--- src/sv/gray_and_edge_pixel_filter_macros.svh ---
// assertion macros for the gray and edge pixel filter
`ifndef GRAY_AND_EDGE_PIXEL_FILTER_MACROS_SVH
`define GRAY_AND_EDGE_PIXEL_FILTER_MACROS_SVH

`ifndef SYNTH
`define GEPF_ASSERT_IMPL(lbl, ante, cons) \
	lbl: assert property (@(posedge clk) disable iff (!arst_n) (ante) |-> (cons)) \
		else $error("gepf assertion failed");
`define GEPF_ASSERT_NEXT(lbl, ante, cons) \
	lbl: assert property (@(posedge clk) disable iff (!arst_n) (ante) |=> (cons)) \
		else $error("gepf assertion failed");
`else
`define GEPF_ASSERT_IMPL(lbl, ante, cons)
`define GEPF_ASSERT_NEXT(lbl, ante, cons)
`endif

`endif

--- src/sv/gepf_fifo.sv ---
`timescale 1ns / 1ps
`include "gray_and_edge_pixel_filter_macros.svh"
module gepf_fifo #(
	parameter int W     = 8,
	parameter int DEPTH = 4
) (
	input  logic                       clk,
	input  logic                       arst_n,
	input  logic                       push,
	input  logic [W-1:0]               wdata,
	input  logic                       pop,
	output logic [W-1:0]               rdata,
	output logic                       empty,
	output logic                       full,
	output logic [$clog2(DEPTH+1)-1:0] count
);

	localparam int AW = $clog2(DEPTH);
	localparam int CW = $clog2(DEPTH + 1);

	logic [W-1:0]  mem_q [DEPTH];
	logic [AW-1:0] wr_ptr_q;
	logic [AW-1:0] rd_ptr_q;
	logic [CW-1:0] count_q;

	always_ff @(posedge clk) begin
		if (push) begin
			mem_q[wr_ptr_q] <= wdata;
		end
	end

	always_ff @(posedge clk or negedge arst_n) begin
		if (!arst_n) begin
			wr_ptr_q <= '0;
			rd_ptr_q <= '0;
			count_q  <= '0;
		end else begin
			if (push) begin
				wr_ptr_q <= wr_ptr_q + AW'(1);
			end
			if (pop) begin
				rd_ptr_q <= rd_ptr_q + AW'(1);
			end
			case ({push, pop})
				2'b10:   count_q <= count_q + CW'(1);
				2'b01:   count_q <= count_q - CW'(1);
				default: count_q <= count_q;
			endcase
		end
	end

	assign rdata = mem_q[rd_ptr_q];
	assign empty = (count_q == '0);
	assign full  = (count_q == CW'(DEPTH));
	assign count = count_q;

	`GEPF_ASSERT_IMPL(a_no_overflow, push, !full)
	`GEPF_ASSERT_IMPL(a_no_underflow, pop, !empty)
	`GEPF_ASSERT_IMPL(a_count_bound, 1'b1, count_q <= CW'(DEPTH))

endmodule

--- config.mk ---
export PLATFORM = sky130hd
export DESIGN_NAME = gepf_fifo
export DESIGN_NICKNAME = d
export VERILOG_FILES = /design/src/sv/gepf_fifo.sv
export VERILOG_INCLUDE_DIRS = /design/src /design/src/sv
export SDC_FILE = /design/constraint.sdc
export NUM_CORES = 1
export LEC_CHECK = 0
export BUFFER_PORTS_ARGS = -buffer_cell sky130_fd_sc_hd__buf_2
export CAP_MARGIN = 20
export CORE_MARGIN = 10
export CORE_UTILIZATION = 30
export DETAILED_ROUTE_END_ITERATION = 16
export GPL_ROUTABILITY_DRIVEN = 0
export SYNTH_ARGS = -nofsm -noshare
export SYNTH_HDL_FRONTEND = slang
export SYNTH_SLANG_ARGS = --single-unit
--- constraint.sdc ---
create_clock -name clk -period 1.6 [get_ports clk]
set_input_delay 0.24 -clock clk [delete_from_list [all_inputs] [get_ports clk]]
set_output_delay 0.24 -clock clk [all_outputs]
set_load 0.05 [all_outputs]
Word level (Yosys, flattened, before mapping)

Memory sizes are Yosys's and may differ from the RTL's.
Index checks and enable logic that the tools add are counted.

Reduce and logical (&&, ||, !) cells: 2
Mux-type cells: 3
Eq/ne operators: 3
Add/subtract/negate cells: 4

Operators by type and width:

| operator            | number |
|---|---|
| $pmux 3 s2          | 1 |
| $add 2x1->2 const B | 2 |
| $add 3x1->3 const B | 1 |
| $eq 3x3->1 const B  | 1 |
| $logic_not 3->1     | 1 |
| $sub 3x1->3 const B | 1 |
| $eq 2x1->1 const B  | 1 |
| $eq 2x2->1 const B  | 1 |
| $mux 1              | 2 |
| $reduce_bool 2->1   | 1 |

Memories kept: 1
Logic and storage cells: 16
Bits in registers: 7
Memory bits (writable): 32
Input port bits: 12

Memory list:

| memory | depth | bits a word | read ports | clocked after memory_dff | wr ports | RTL line        | text |
|---|---|---|---|---|---|---|---|
| mem_q  | 4     | 8           | 1          | 0                        | 1        | gepf_fifo.sv:21 | `logic [W-1:0] mem_q [DEPTH];` |

Longest topological paths before layout

Depth after elaboration: 2
Depth in mapped cells: 7
Depth with buffers taken out: 7

Least setup slack after synthesis

Ideal clock, no wire load.

Kind: reg2out
Start point: register count_q[0], in the netlist count[0]
End point: output port empty
Data arrival time: 1.744 ns
Buffers on the path: 0
Cell stages (with the launch flop): 2
Path slack: -0.384 ns
Path through: dfrtp_1 > nor3_1

Word-level cells in the longest chain between the ends: 1

Ends and longest elaborated chain:

| item                     | RTL line        | text |
|---|---|---|
| start: declaration       | gepf_fifo.sv:24 | `logic [CW-1:0] count_q;` |
| start signal: assignment | gepf_fifo.sv:45 | `2'b10: count_q <= count_q + CW'(1);` |
| start signal: assignment | gepf_fifo.sv:46 | `2'b01: count_q <= count_q - CW'(1);` |
| start signal: assignment | gepf_fifo.sv:47 | `default: count_q <= count_q;` |
| $logic_not 3->1          | gepf_fifo.sv:53 | `assign empty = (count_q == '0);` |
| end: declaration         | gepf_fifo.sv:13 | `output logic empty,` |

No other way between the ends.

Worst setup path in the final report

Start point: register rd_ptr_q[0]
End point: output port rdata[3]

Word-level cells in the longest chain between the ends: 1

Ends and longest elaborated chain:

| item                     | RTL line        | text |
|---|---|---|
| start: declaration       | gepf_fifo.sv:23 | `logic [AW-1:0] rd_ptr_q;` |
| start signal: assignment | gepf_fifo.sv:42 | `rd_ptr_q <= rd_ptr_q + AW'(1);` |
| $mem_v2 4x8              | n/a             |  |
| end: declaration         | gepf_fifo.sv:12 | `output logic [W-1:0] rdata,` |

No other way between the ends.

==> run_results.csv <==
group,metric,value,unit
outcome,status,"finished with violations",
outcome,violations,"setup timing",
clocking,numCtsBuffers,5,
final_layout,drive_above_1_share,40.9,%
sta,worstMarginPinSlew,426,ps
sta,period_minus_slack,1760,ps
final_layout,seqCellArea,0.00114,mm^2
pwr,p_seq_share,36.7,%
yosys,synth_nets,96,
floorplan,fp.dieH,91.9,um
place,placedInstanceArea,0.00181,mm^2
routing,routed-via-count,788,
clocking,clockBufferDepth,2,
sta,maxSlewHeadroom,71.6,%
clocking,cts.clk_slew.worst_paths,70,ps
yosys,synthSimpleGateAreaFrac,3.06,%
final_layout,antenna_cells,0,
clocking,insertion_delay,280,ps
clocking,cts_num_sinks,39,
grt,track_usage,7.17,%
floorplan,die_x,91.9,um
pwr,p_clk_share,18.6,%
yosys,synth_compound_area_share,0.322,%
pwr,internal-power,2.56,mW
clocking,htreeDepth,2,
final_layout,final_nets,132,
routing,postRouteAntennaNets,0,
grt,grt_overflow_total,0,
pwr,switching_power,1.61,mW
grt,grt_pass1_vias,923,
routing,route.detailed.drc,0,
final_layout,area_growth,27.2,%
place,hpwlAfterDp,2040,um
routing,wl_per_cell,14.8,um
worst_setup_path,max_stage_delay,510,ps
sta,finalSetupViolations,8,
grt,antenna_found_initial,0,
pwr,cellLeakagePower,0.760,nW
pwr,p_sw_share,38.6,%
floorplan,die-area,0.00845,mm^2
final_layout,fin_cells,185,
worst_setup_path,crit_fanout,7,
yosys,synth_area,0.00155,mm^2
sta,skew,6.91,ps
hold_path,hp-class,"input pin to flip-flop",
clocking,cts_tree,"built",
worst_setup_path,cpMaxStageDelayCell,"mux4_2",
sta,rsz0062_at_grt,"yes",
worst_setup_path,cp.required,1360,ps
clocking,clockRootBuffer,"clkbuf_8",
sta,fmax,567,MHz
worst_setup_path,startpoint_type,"flip-flop",
yosys,ys_seq_area_share,73.2,%
floorplan,coreArea,0.00507,mm^2
yosys,synth_top_family_by_area,"multiplexers",
sta,hold_ws,165,ps
sta,finalWorstSetupSlack,-162,ps
floorplan,ioPinCount,25,
worst_setup_path,endpoint_kind,"primary output",
floorplan,start_util,30.6,%
floorplan,num_rows,26,
final_layout,finish.utilization,38.9,%
sta,maxSlewViolCount,0,
place,port-buffer-count,24,
pwr,powerDensity,2110,mW/mm^2
routing,drt_first_pass_iters,4,
yosys,synthMuxAreaShare,12.2,%
final_layout,fin_area,0.00198,mm^2
yosys,syn_avg_cell_area,19.9,um^2
yosys,yosysUniqueCellTypes,17,
sta,min_period_over_period,110,%
routing,totalWireLength,2750,um
grt,grt_max_degree,13,
worst_setup_path,path_class,"flip-flop to primary output",
yosys,synthAdderAreaFrac,5.32,%
pwr,combPwrFrac,44.7,%
pwr,ir_drop,696,uV
final_layout,layout_commonest_cell,"edfxtp_1",
grt,grt_pass1_wl,4640,um
yosys,yosysWarningCount,0,
place,placed_cells,176,
worst_setup_path,crit_chain,"buf_12 -> mux4_2 -> buf_6",
routing,drt-initial-drc-count,35,
clocking,postCtsSetupBuffers,0,
worst_setup_path,crit_arrival,1520,ps
final_layout,final_cell_mix,"edfxtp_1, buf_2, mux4_2, buf_6, inv_1",
flow_run,drv_cap,0,
final_layout,multi_input_area,383,um^2
sta,finalHoldViolations,0,
final_layout,nFillCells,478,
yosys,synth_xor_area_share,3.38,%
yosys,yosys_register_bits,39,
yosys,synthCells,78,
routing,via_per_inst,4.26,
flip-flops by register name, indices dropped and copies added, names as in the netlist:
register	flops
mem_q	32
rd_ptr_q	2
wr_ptr_q	2
count	3
path summary, 6_finish.rpt:
| kind | startpoint | endpoint | slack, ps | cells past startpoint |
|---|---|---|---|---|
| worst max-delay path | rd_ptr_q[0]$_DFFE_PN0P_ | rdata[3] | -160 | 3 |
| min in group asynchronous | arst_n | count[2]$_DFFE_PN0P_ | 320 | 2 |
| max in group asynchronous | arst_n | count[0]$_DFFE_PN0P_ | 1110 | 2 |
| worst max register to register | count[0]$_DFFE_PN0P_ | count[2]$_DFFE_PN0P_ | 200 | 5 |
| worst min-delay path | pop | rd_ptr_q[0]$_DFFE_PN0P_ | 170 | 2 |
| worst min register to register | count[0]$_DFFE_PN0P_ | count[0]$_DFFE_PN0P_ | 530 | 1 |
cell type report:
class                   count  area share, %
clock buffers               7           3.86
repair buffers             31           12.0
inverters                   6           1.14
multi-input cells          31           19.4
well taps                  70           4.43
flip-flops and latches     39           57.6
clock inverters             1           1.52
routing by layer:
metal / track usage [%] / vias to the layer above / wire, um
li1: - / 361 / -
met1: 7.36 / 398 / 1080
met2: 11.7 / 24 / 1400
met3: 3.91 / 5 / 210
met4: 3.47 / 0 / 53
met5: 0 / - / 0
timing repair:
| action | 4_1_cts | 5_1_grt |
|---|---|---|
| pin swaps | 0 | 0 |
| resized for setup | 16 | 0 |
| hold buffers | 1 | 0 |
| endpoints found under the setup margin | 8 | 8 |
| endpoints found under the hold margin | 7 | 0 |
cell families (layout without fill, tap and decap cells):
family                   count (synthesis)  count (layout)
buffers and inverters                    8              45
AND/OR/NAND/NOR                          9               9
flip-flops                              39              39
XOR/XNOR                                 6               6
AO/OA/AOI/OAI                            1               1
adder cells (fa/ha/maj)                  6               6
multiplexers                             9               9
Yosys cell counts:
cell type  count  area, um^2
xor2_1         4        35.0
nor3_1         1        5.00
edfxtp_1      32         961
xnor2_1        2        17.5
fa_1           1        20.0
inv_1          6        22.5
ha_1           5        62.6
buf_6          1        11.3
o21ai_0        1        5.00
nand2_1        2        7.51
dfrtp_1        7         175
nor2_1         1        3.75
and2_1         4        25.0
mux4_2         8         180
and3_1         1        6.26
mux2i_1        1        10.0
buf_2          1        5.00
metrics by stage:
| step | setup slack, ps | TNS (ps) | power [mW] |
|---|---|---|---|
| finish | -162 | -1200 | 4.18 |
| floorplan | 53.0 | 0 | 2.81 |
| global route | -237 | -1790 | 4.40 |
| detailed placement | 75.9 | 0 | 3.27 |
| global placement | 118 | 0 | 3.22 |
| CTS | -184 | -1340 | 4.24 |
critical path, delay by kind of cell, from the launching register on:
family	cells	cell delay, ps
flip-flops	1	400
buffers and inverters	2	320
multiplexers	1	510
power groups by stage:
stage	clock network, mW	registers (mW)	logic, mW
floorplan	0	1.61	1.19
global placement	0	1.54	1.67
detailed placement	0	1.56	1.71
CTS	0.794	1.54	1.91
global route	0.841	1.57	1.99
finish	0.775	1.53	1.87
No activity file was read; power rests on OpenSTA's default activity.
