**src/sv/gray_and_edge_pixel_filter_macros.svh**
```systemverilog
// assertion macros for the gray and edge pixel filter
`ifndef GRAY_AND_EDGE_PIXEL_FILTER_MACROS_SVH
`define GRAY_AND_EDGE_PIXEL_FILTER_MACROS_SVH

`ifndef SYNTH
`define GEPF_ASSERT_IMPL(lbl, ante, cons) \
	lbl: assert property (@(posedge clk) disable iff (!arst_n) (ante) |-> (cons)) \
		else $error("gepf assertion failed");
`define GEPF_ASSERT_NEXT(lbl, ante, cons) \
	lbl: assert property (@(posedge clk) disable iff (!arst_n) (ante) |=> (cons)) \
		else $error("gepf assertion failed");
`else
`define GEPF_ASSERT_IMPL(lbl, ante, cons)
`define GEPF_ASSERT_NEXT(lbl, ante, cons)
`endif

`endif

```
**src/sv/gepf_pkg.sv**
```systemverilog
`timescale 1ns / 1ps
package gepf_pkg;

	localparam logic [2:0] MODE_RED   = 3'd0;
	localparam logic [2:0] MODE_GREEN = 3'd1;
	localparam logic [2:0] MODE_BLUE  = 3'd2;
	localparam logic [2:0] MODE_LUMA  = 3'd3;
	localparam logic [2:0] MODE_VEDGE = 3'd4;
	localparam logic [2:0] MODE_HEDGE = 3'd5;

	localparam logic [1:0] REG_MODE       = 2'd0;
	localparam logic [1:0] REG_MAX_COLOR  = 2'd1;
	localparam logic [1:0] REG_LINE_WIDTH = 2'd2;

	localparam logic [2:0]  MODE_RESET       = MODE_LUMA;
	localparam logic [7:0]  MAX_COLOR_RESET  = 8'd255;
	localparam logic [10:0] LINE_WIDTH_RESET = 11'd1024;

	localparam logic [23:0] COEF_R = 24'd13933;
	localparam logic [23:0] COEF_G = 24'd46871;
	localparam logic [23:0] COEF_B = 24'd4732;

	localparam int MID_DEPTH = 4;
	localparam int MID_CW    = 3;
	localparam int OUT_DEPTH = 2;
	localparam int OUT_CW    = 2;

	typedef logic [23:0] luma_t;

	typedef struct packed {
		luma_t      luma;
		luma_t      left;
		luma_t      above;
		logic [7:0] red;
		logic [7:0] green;
		logic [7:0] blue;
		logic       first_col;
		logic       first_row;
	} mid_entry_t;

endpackage

```
**src/sv/gepf_fifo.sv**
```systemverilog
`timescale 1ns / 1ps
`include "gray_and_edge_pixel_filter_macros.svh"
module gepf_fifo #(
	parameter int W     = 8,
	parameter int DEPTH = 4
) (
	input  logic                       clk,
	input  logic                       arst_n,
	input  logic                       push,
	input  logic [W-1:0]               wdata,
	input  logic                       pop,
	output logic [W-1:0]               rdata,
	output logic                       empty,
	output logic                       full,
	output logic [$clog2(DEPTH+1)-1:0] count
);

	localparam int AW = $clog2(DEPTH);
	localparam int CW = $clog2(DEPTH + 1);

	logic [W-1:0]  mem_q [DEPTH];
	logic [AW-1:0] wr_ptr_q;
	logic [AW-1:0] rd_ptr_q;
	logic [CW-1:0] count_q;

	always_ff @(posedge clk) begin
		if (push) begin
			mem_q[wr_ptr_q] <= wdata;
		end
	end

	always_ff @(posedge clk or negedge arst_n) begin
		if (!arst_n) begin
			wr_ptr_q <= '0;
			rd_ptr_q <= '0;
			count_q  <= '0;
		end else begin
			if (push) begin
				wr_ptr_q <= wr_ptr_q + AW'(1);
			end
			if (pop) begin
				rd_ptr_q <= rd_ptr_q + AW'(1);
			end
			case ({push, pop})
				2'b10:   count_q <= count_q + CW'(1);
				2'b01:   count_q <= count_q - CW'(1);
				default: count_q <= count_q;
			endcase
		end
	end

	assign rdata = mem_q[rd_ptr_q];
	assign empty = (count_q == '0);
	assign full  = (count_q == CW'(DEPTH));
	assign count = count_q;

	`GEPF_ASSERT_IMPL(a_no_overflow, push, !full)
	`GEPF_ASSERT_IMPL(a_no_underflow, pop, !empty)
	`GEPF_ASSERT_IMPL(a_count_bound, 1'b1, count_q <= CW'(DEPTH))

endmodule

```
**src/sv/gepf_back.sv**
```systemverilog
`timescale 1ns / 1ps
module gepf_back (
	input  logic                 clk,
	input  logic                 arst_n,
	input  logic [2:0]           mode,
	input  logic [7:0]           max_color,
	input  logic                 mid_empty,
	input  gepf_pkg::mid_entry_t mid_data,
	output logic                 mid_pop,
	output logic                 empty,
	input  logic                 pop,
	output logic [7:0]           gray
);

	import gepf_pkg::*;

	luma_t       nb;
	luma_t       diff;
	logic [27:0] diff10;
	logic        edge_hit;
	logic [7:0]  edge_lvl;
	logic [7:0]  res;
	logic        out_full;

	function automatic logic [7:0] limit_level(input logic [7:0] v, input logic [7:0] lim);
		return (v > lim) ? 8'd0 : v;
	endfunction

	always_comb begin
		nb       = (mode == MODE_VEDGE) ? mid_data.left : mid_data.above;
		diff     = (mid_data.luma >= nb) ? (mid_data.luma - nb) : (nb - mid_data.luma);
		diff10   = {1'b0, diff, 3'b000} + {3'b000, diff, 1'b0};
		edge_hit = (diff10 >= {4'b0000, max_color, 16'h0000});
		edge_lvl = edge_hit ? max_color : 8'd0;
		case (mode)
			MODE_RED:   res = limit_level(mid_data.red, max_color);
			MODE_GREEN: res = limit_level(mid_data.green, max_color);
			MODE_BLUE:  res = limit_level(mid_data.blue, max_color);
			MODE_LUMA:  res = limit_level(mid_data.luma[23:16], max_color);
			MODE_VEDGE: res = mid_data.first_col ? 8'd0 : edge_lvl;
			MODE_HEDGE: res = mid_data.first_row ? 8'd0 : edge_lvl;
			default:    res = 8'd0;
		endcase
	end

	assign mid_pop = !mid_empty && !out_full;

	gepf_fifo #(
		.W     (8),
		.DEPTH (OUT_DEPTH)
	) u_out_fifo (
		.clk   (clk),
		.arst_n(arst_n),
		.push  (mid_pop),
		.wdata (res),
		.pop   (pop && !empty),
		.rdata (gray),
		.empty (empty),
		.full  (out_full),
		.count ()
	);

endmodule

```
**config.mk**
```make
export PLATFORM = sky130hd
export DESIGN_NAME = gepf_back
export DESIGN_NICKNAME = d
export VERILOG_FILES = /design/src/sv/gepf_pkg.sv /design/src/sv/gepf_fifo.sv /design/src/sv/gepf_back.sv
export VERILOG_INCLUDE_DIRS = /design/src /design/src/sv
export SDC_FILE = /design/constraint.sdc
export NUM_CORES = 1
export LEC_CHECK = 0
export BUFFER_PORTS_ARGS = -buffer_cell sky130_fd_sc_hd__buf_2
export CORE_MARGIN = 3
export CORE_UTILIZATION = 56
export CTS_BUF_LIST = sky130_fd_sc_hd__clkbuf_4
export CTS_CLUSTER_DIAMETER = 150
export CTS_CLUSTER_SIZE = 14
export DETAILED_ROUTE_END_ITERATION = 8
export GPL_ROUTABILITY_DRIVEN = 0
export GPL_TIMING_DRIVEN = 0
export PLACE_DENSITY_LB_ADDON = 0.25
export SLEW_MARGIN = 5
export SYNTH_ARGS = -nofsm -noshare
export SYNTH_HDL_FRONTEND = slang
export SYNTH_HIERARCHICAL = 1
export SYNTH_SLANG_ARGS = --single-unit
```
**constraint.sdc**
```tcl
create_clock -name clk -period 2.1 [get_ports clk]
set_input_delay 0.21 -clock clk [delete_from_list [all_inputs] [get_ports clk]]
set_output_delay 0.21 -clock clk [all_outputs]
set_load 0.05 [all_outputs]
```
# Yosys cells after proc, flatten, opt, wreduce, memory -nomap -nowiden
# Memory sizes are Yosys's and may differ from the RTL's.
# Cells that the tools add are included.
[op_classes]
addsub = 7
order_cmp = 6
eq_ne = 8
mux = 13
n_reduce_logical = 8
[ops]
columns = ["op", "n"]
rows = [
  ["$mux 8", 7],
  ["$mux 24", 2],
  ["$pmux 8 s6", 1],
  ["$sub 24x24->24", 2],
  ["$gt 8x8->1", 4],
  ["$add 27x25->28", 1],
  ["$ge 28x24->1", 1],
  ["$ge 24x24->1", 1],
  ["$eq 3x2->1 const B", 2],
  ["$eq 3x3->1 const B", 2],
  ["$eq 2x2->1 const B", 2],
  ["$pmux 2 s2", 1],
  ["$eq 3x1->1 const B", 1],
  ["$logic_not 1->1", 3],
  ["$logic_not 3->1", 1],
  ["$add 1x1->1 const B", 2],
  ["$add 2x1->2 const B", 1],
  ["$eq 2x1->1 const B", 1],
  ["$logic_and 1x1->1", 2],
  ["$logic_not 2->1", 1],
  ["$mux 1", 2],
  ["$reduce_bool 2->1", 1],
  ["$sub 2x1->2 const B", 1],
]
[totals]
register_bits = 4
ramBits = 16
elab_cells = 46
memories = 1
[mem_list]
columns = ["name", "depth", "width", "rd", "rd_ports_with_merged_regs", "write_ports", "line_no", "rtl"]
rows = [
  ["u_out_fifo.mem_q", 2, 8, 1, 0, 1, "gepf_fifo.sv:21", "logic [W-1:0] mem_q [DEPTH];"],
]

# Depth between registers and ports, before layout
[depth]
word_depth = 9
depth_mapped = 37
ltp_nobuf = 35

# Hierarchy
# Netlist, hierarchy kept.
[modules_own_cells]
columns = ["mod", "instances", "cells_per_inst", "area_per_inst_um2", "seq_area_each_um2"]
rows = [
  ["gepf_back", 1, 757, 5529.1, 0.0],
  ["gepf_fifo", 1, 41, 762.0, 580.6],
]

# Worst setup path before layout
# No wires, ideal clock.
[synth_path]
path_type = "in2reg"
startpoint = "input port mode[1]"
endpoint = "memory u_out_fifo.mem_q[0][0], data pin"
arrival_ns = 6.962
slack_ns = -5.134
cell_stages = 35
path_cell_list = "inv_1 -> nand2_1 -> nor2_1 -> clkbuf_1 -> mux2_2 -> ha_1 -> buf_6 -> a21oi_2 -> o211ai_1 -> a21bo_1 -> o21a_1 -> nor2_1 -> buf_4 -> mux2i_1 -> xor2_1 -> ha_1 -> inv_1 -> fa_1 -> nand2b_1 -> a211o_1 -> a211oi_2 -> o21ai_1 -> o21bai_1 -> a21oi_1 -> o21bai_1 -> a21oi_1 -> xnor2_1 -> ha_1 -> a21o_1 -> a2111oi_0 -> o21ai_0 -> a2111oi_2 -> o21ai_2 -> a211oi_4 -> o21ai_1"
[synth_via]
elab_chain_len = 9
[synth_rtl]
columns = ["item", "line_no", "rtl"]
rows = [
  ["from (decl)", "gepf_back.sv:5", "input logic [2:0] mode,"],
  ["$eq 3x3->1", "gepf_back.sv:30, gepf_back.sv:35", ""],
  ["$mux 24", "gepf_back.sv:30", "nb = (mode == MODE_VEDGE) ? mid_data.left : mid_data.above;"],
  ["$sub 24x24->24 / $ge 24x24->1 (equally long branches)", "gepf_back.sv:31", "diff = (mid_data.luma >= nb) ? (mid_data.luma - nb) : (nb - mid_data.luma);"],
  ["$mux 24", "gepf_back.sv:31", ""],
  ["$add 27x25->28", "gepf_back.sv:32", "diff10 = {1'b0, diff, 3'b000} + {3'b000, diff, 1'b0};"],
  ["$ge 28x24->1", "gepf_back.sv:33", "edge_hit = (diff10 >= {4'b0000, max_color, 16'h0000});"],
  ["$mux 8", "gepf_back.sv:34", "edge_lvl = edge_hit ? max_color : 8'd0;"],
  ["$mux 8, on equally long branches", "gepf_back.sv:41, gepf_back.sv:40", ""],
  ["$pmux 8 s6 *", "gepf_back.sv:35", "case (mode)"],
  ["via res[0]", "gepf_back.sv:22", "logic [7:0] res;"],
  ["to (decl)", "gepf_fifo.sv:21", ""],
]
# Mark *: on every way through the listed nets, which the timed path passes. The rest lies on a longest branch.

# Final worst setup path
[layout_path]
startpoint = "input port mode[1]"
endpoint = "memory u_out_fifo.mem_q[1][4], data pin"
# Same word-level chain as after synthesis.

==> out/qor.yml <==
status: "finished with violations"
violations: "setup timing"
vias_per_cell: 6.14
fp.dieW_um: 112
r2r_start: "u_out_fifo/count[0]$_DFFE_PN0P_"
n_fill_cell: 854
cts.path.max_buffers: 2
grt_pass1_wl_mm: 28.6
syn_inst: 798
dp_hpwl_mm: 14.5
slowest_stage: "fa_2"
drc: 0
holdPathStages: 3
drv_slew: 0
grt.met1_usage_pct: 34.5
met3_usage_pct: 1.47
synth_xor_area_share_pct: 5.01
finalSetupViolations: 16
hp-start: "mid_empty"
netlist_area_um2: 6290
cts_root_buffer: "clkbuf_4"
crit_path_frequent_cell: "buf_12"
vias: 6740
ys_warn_count: 6
track_usage_pct: 26.6
routed_wl_mm: 18.3
start_util_pct: 57.8
io_pins: 123
synth_top_family_by_area: "compound AO/OA/AOI/OAI gates"
slew_headroom_pct: 38.2
rows: 38
ys_types: 82
worstPathMaxFanout: 8
io_buffer_count: 122
cp-end-kind: "register"
cts_buffers: 3
tns_ns: -78.85
arrival_ns: 7.20
use_met2_pct: 48.2
synth_area_per_cell_um2: 7.88
syn2layout_area_growth_pct: 27.0
clk_latency_ns: 0.29
path_class: "in2reg"
powerDensity_nw_per_um2: 888
antenna_cells: 0
grt_overflow: 0
pre_cts_ws_ns: -5.78
rrSetupSlack_ns: 0.31
drive_gt1_share_pct: 33.1
muxShareOfSynthArea_pct: 8.04
synth_adder_area_share_pct: 22.8
rsz0062_at_grt: "true"
synth_nets: 1024
die_area_um2: 12500
max_freq_mhz: 142
yosysSeqAreaShare_pct: 9.23
core-area_um2: 10900
min_to: "u_out_fifo/wr_ptr_q$_DFFE_PN0P_"
fin_crit_sh_pct: 336
antenna_found_initial: 0
clk_pin_slew_ns: 0.10
fin_skew_ns: 0.00148
synth-edff-count: 16
wl_per_cell_um: 16.7
synthSimpleGateAreaFrac_pct: 16.9
dr.pass1.iters: 7
async_reset_ff_share_pct: 20.0
max_stage_delay_ns: 0.37
grt_pass1_vias: 6264
startpoint: "mode[1]"
first_iter_violations: 499
leakagePower_uw: 0.00377
cts_tree: "built"
r2r_cells: 4
final_hold_viol_count: 0
top_usage_layer: "met2"
grt_start_max_net_pins: 12
clock_sinks: 20
antenna_left: 0
tightest_slew_ns: 0.921
crit_path_start_kind: "primary input"
fin_ws_ns: -4.96
timing.rr.end: "u_out_fifo/mem_q[0][6]$_DFFE_PP_"
hold_path_class: "in2reg"
ir_worst_vdd_mv: 0.928
h-tree-depth: 1
synth_compound_area_share_pct: 29.5
nNetsFinal: 1185
maxCapViolCount: 0
ys_ff_latch: 20
cp.required_ns: 2.24
synthFlopType: "edfxtp_1"
fin_crit_ns: 7.06
die-height_um: 112
==> Yosys cell counts (13+ instances only) <==
library cell	n	area share, %
a21oi_1	75	6.0
mux2i_1	13	2.1
edfxtp_1	16	7.6
xnor2_1	25	3.5
ha_1	110	22
inv_1	83	5.0
nand2_1	55	3.3
nor2_1	41	2.4
a21o_1	30	3.6
nor2b_1	13	1.3
mux2_2	32	5.7
o21ai_0	42	3.3
nand3_1	19	1.5
==> cell families after synthesis <==
logic type               count (synthesis)
AO/OA/AOI/OAI                          270
XOR/XNOR                                36
multiplexers                            46
buffers and inverters                  114
flip-flops                              20
adder cells (fa/ha/maj)                113
AND/OR/NAND/NOR                        199
==> critical path, delay by kind of cell <==
| family | cells | cell delay (ns) |
|---|---|---|
| compound gates | 16 | 2.90 |
| fa+ha+maj | 4 | 1.23 |
| simple gates | 8 | 1.10 |
| buf+inv | 7 | 0.80 |
| mux | 2 | 0.53 |
| xor+xnor | 2 | 0.38 |
==> metrics by stage <==
step                hold WS, ns  utilization (%)  instance area [µm²]  cells  power (µW)
global placement         0.0199             67.3                 7330   1060        5980
finish                    0.217             73.4                 7990   1098        7100
floorplan               -0.0856                -                 6540    798        4940
CTS                       0.215             70.6                 7680   1081        6600
detailed placement       0.0181             67.3                 7330   1060        6080
global route              0.224             73.4                 7990   1098        7700
==> how the worst max path moves through the flow <==
stage / depth (start not counted) / slack [ns] / end
after global routing: 39 / -5.19 / u_out_fifo/mem_q[0][4]$_DFFE_PP_
after global placement: 37 / -5.75 / u_out_fifo/mem_q[0][4]$_DFFE_PP_
after floorplan: 35 / -4.35 / u_out_fifo/mem_q[0][0]$_DFFE_PP_
final: 39 / -4.96 / u_out_fifo/mem_q[1][4]$_DFFE_PP_
after detailed placement: 37 / -5.78 / u_out_fifo/mem_q[1][4]$_DFFE_PP_
after CTS: 40 / -4.97 / u_out_fifo/mem_q[0][4]$_DFFE_PP_
==> power by group <==
group,internal [µW],leakage (µW),switching (µW)
sequential,569,0.000199,44.4
clock,86.8,0.0000184,104
combinational,2630,0.00355,3670
==> sequential cells by signal, indices dropped and copies added, names as in the netlist <==
name and flops:
u_out_fifo/rd_ptr_q 1, u_out_fifo/mem_q 16, u_out_fifo/wr_ptr_q 1, u_out_fifo/count 2
==> final cells by class <==
| class | count | area, µm² | area share [%] |
|---|---|---|---|
| inverter | 83 | 328 | 4.10 |
| timing repair buffer | 161 | 956 | 12.0 |
| clock buffer | 4 | 30.0 | 0.376 |
| sequential | 20 | 581 | 7.27 |
| multi-input combinational | 664 | 5670 | 70.9 |
| tap | 140 | 175 | 2.19 |
| buffer | 26 | 253 | 3.16 |
==> placed cells by master (no fill, tap or decap), types with 18 or more instances in the layout <==
cell / instances
inv_1: 81
a21oi_1: 66
buf_4: 35
o21ai_0: 40
buf_2: 127
nand2_1: 53
nand3_1: 18
xnor2_1: 25
a21o_1: 29
nor2_1: 37
ha_1: 96
mux2_2: 22
==> per-layer routing <==
metal | part of all wire, % | up-vias
met5 | 0 | -
met4 | 2.0 | 0
met3 | 6.6 | 41
met2 | 50 | 277
met1 | 41 | 3156
li1 | - | 3266
==> what timing repair did <==
item,CTS,global route
setup endpoints to repair,16,16
gates resized for setup,31,39
pin swaps,27,37
hold buffers,1,0
hold endpoints to repair,4,0
setup buffers,17,21
gates cloned,0,0
Power figures use the tool's default switching activity.
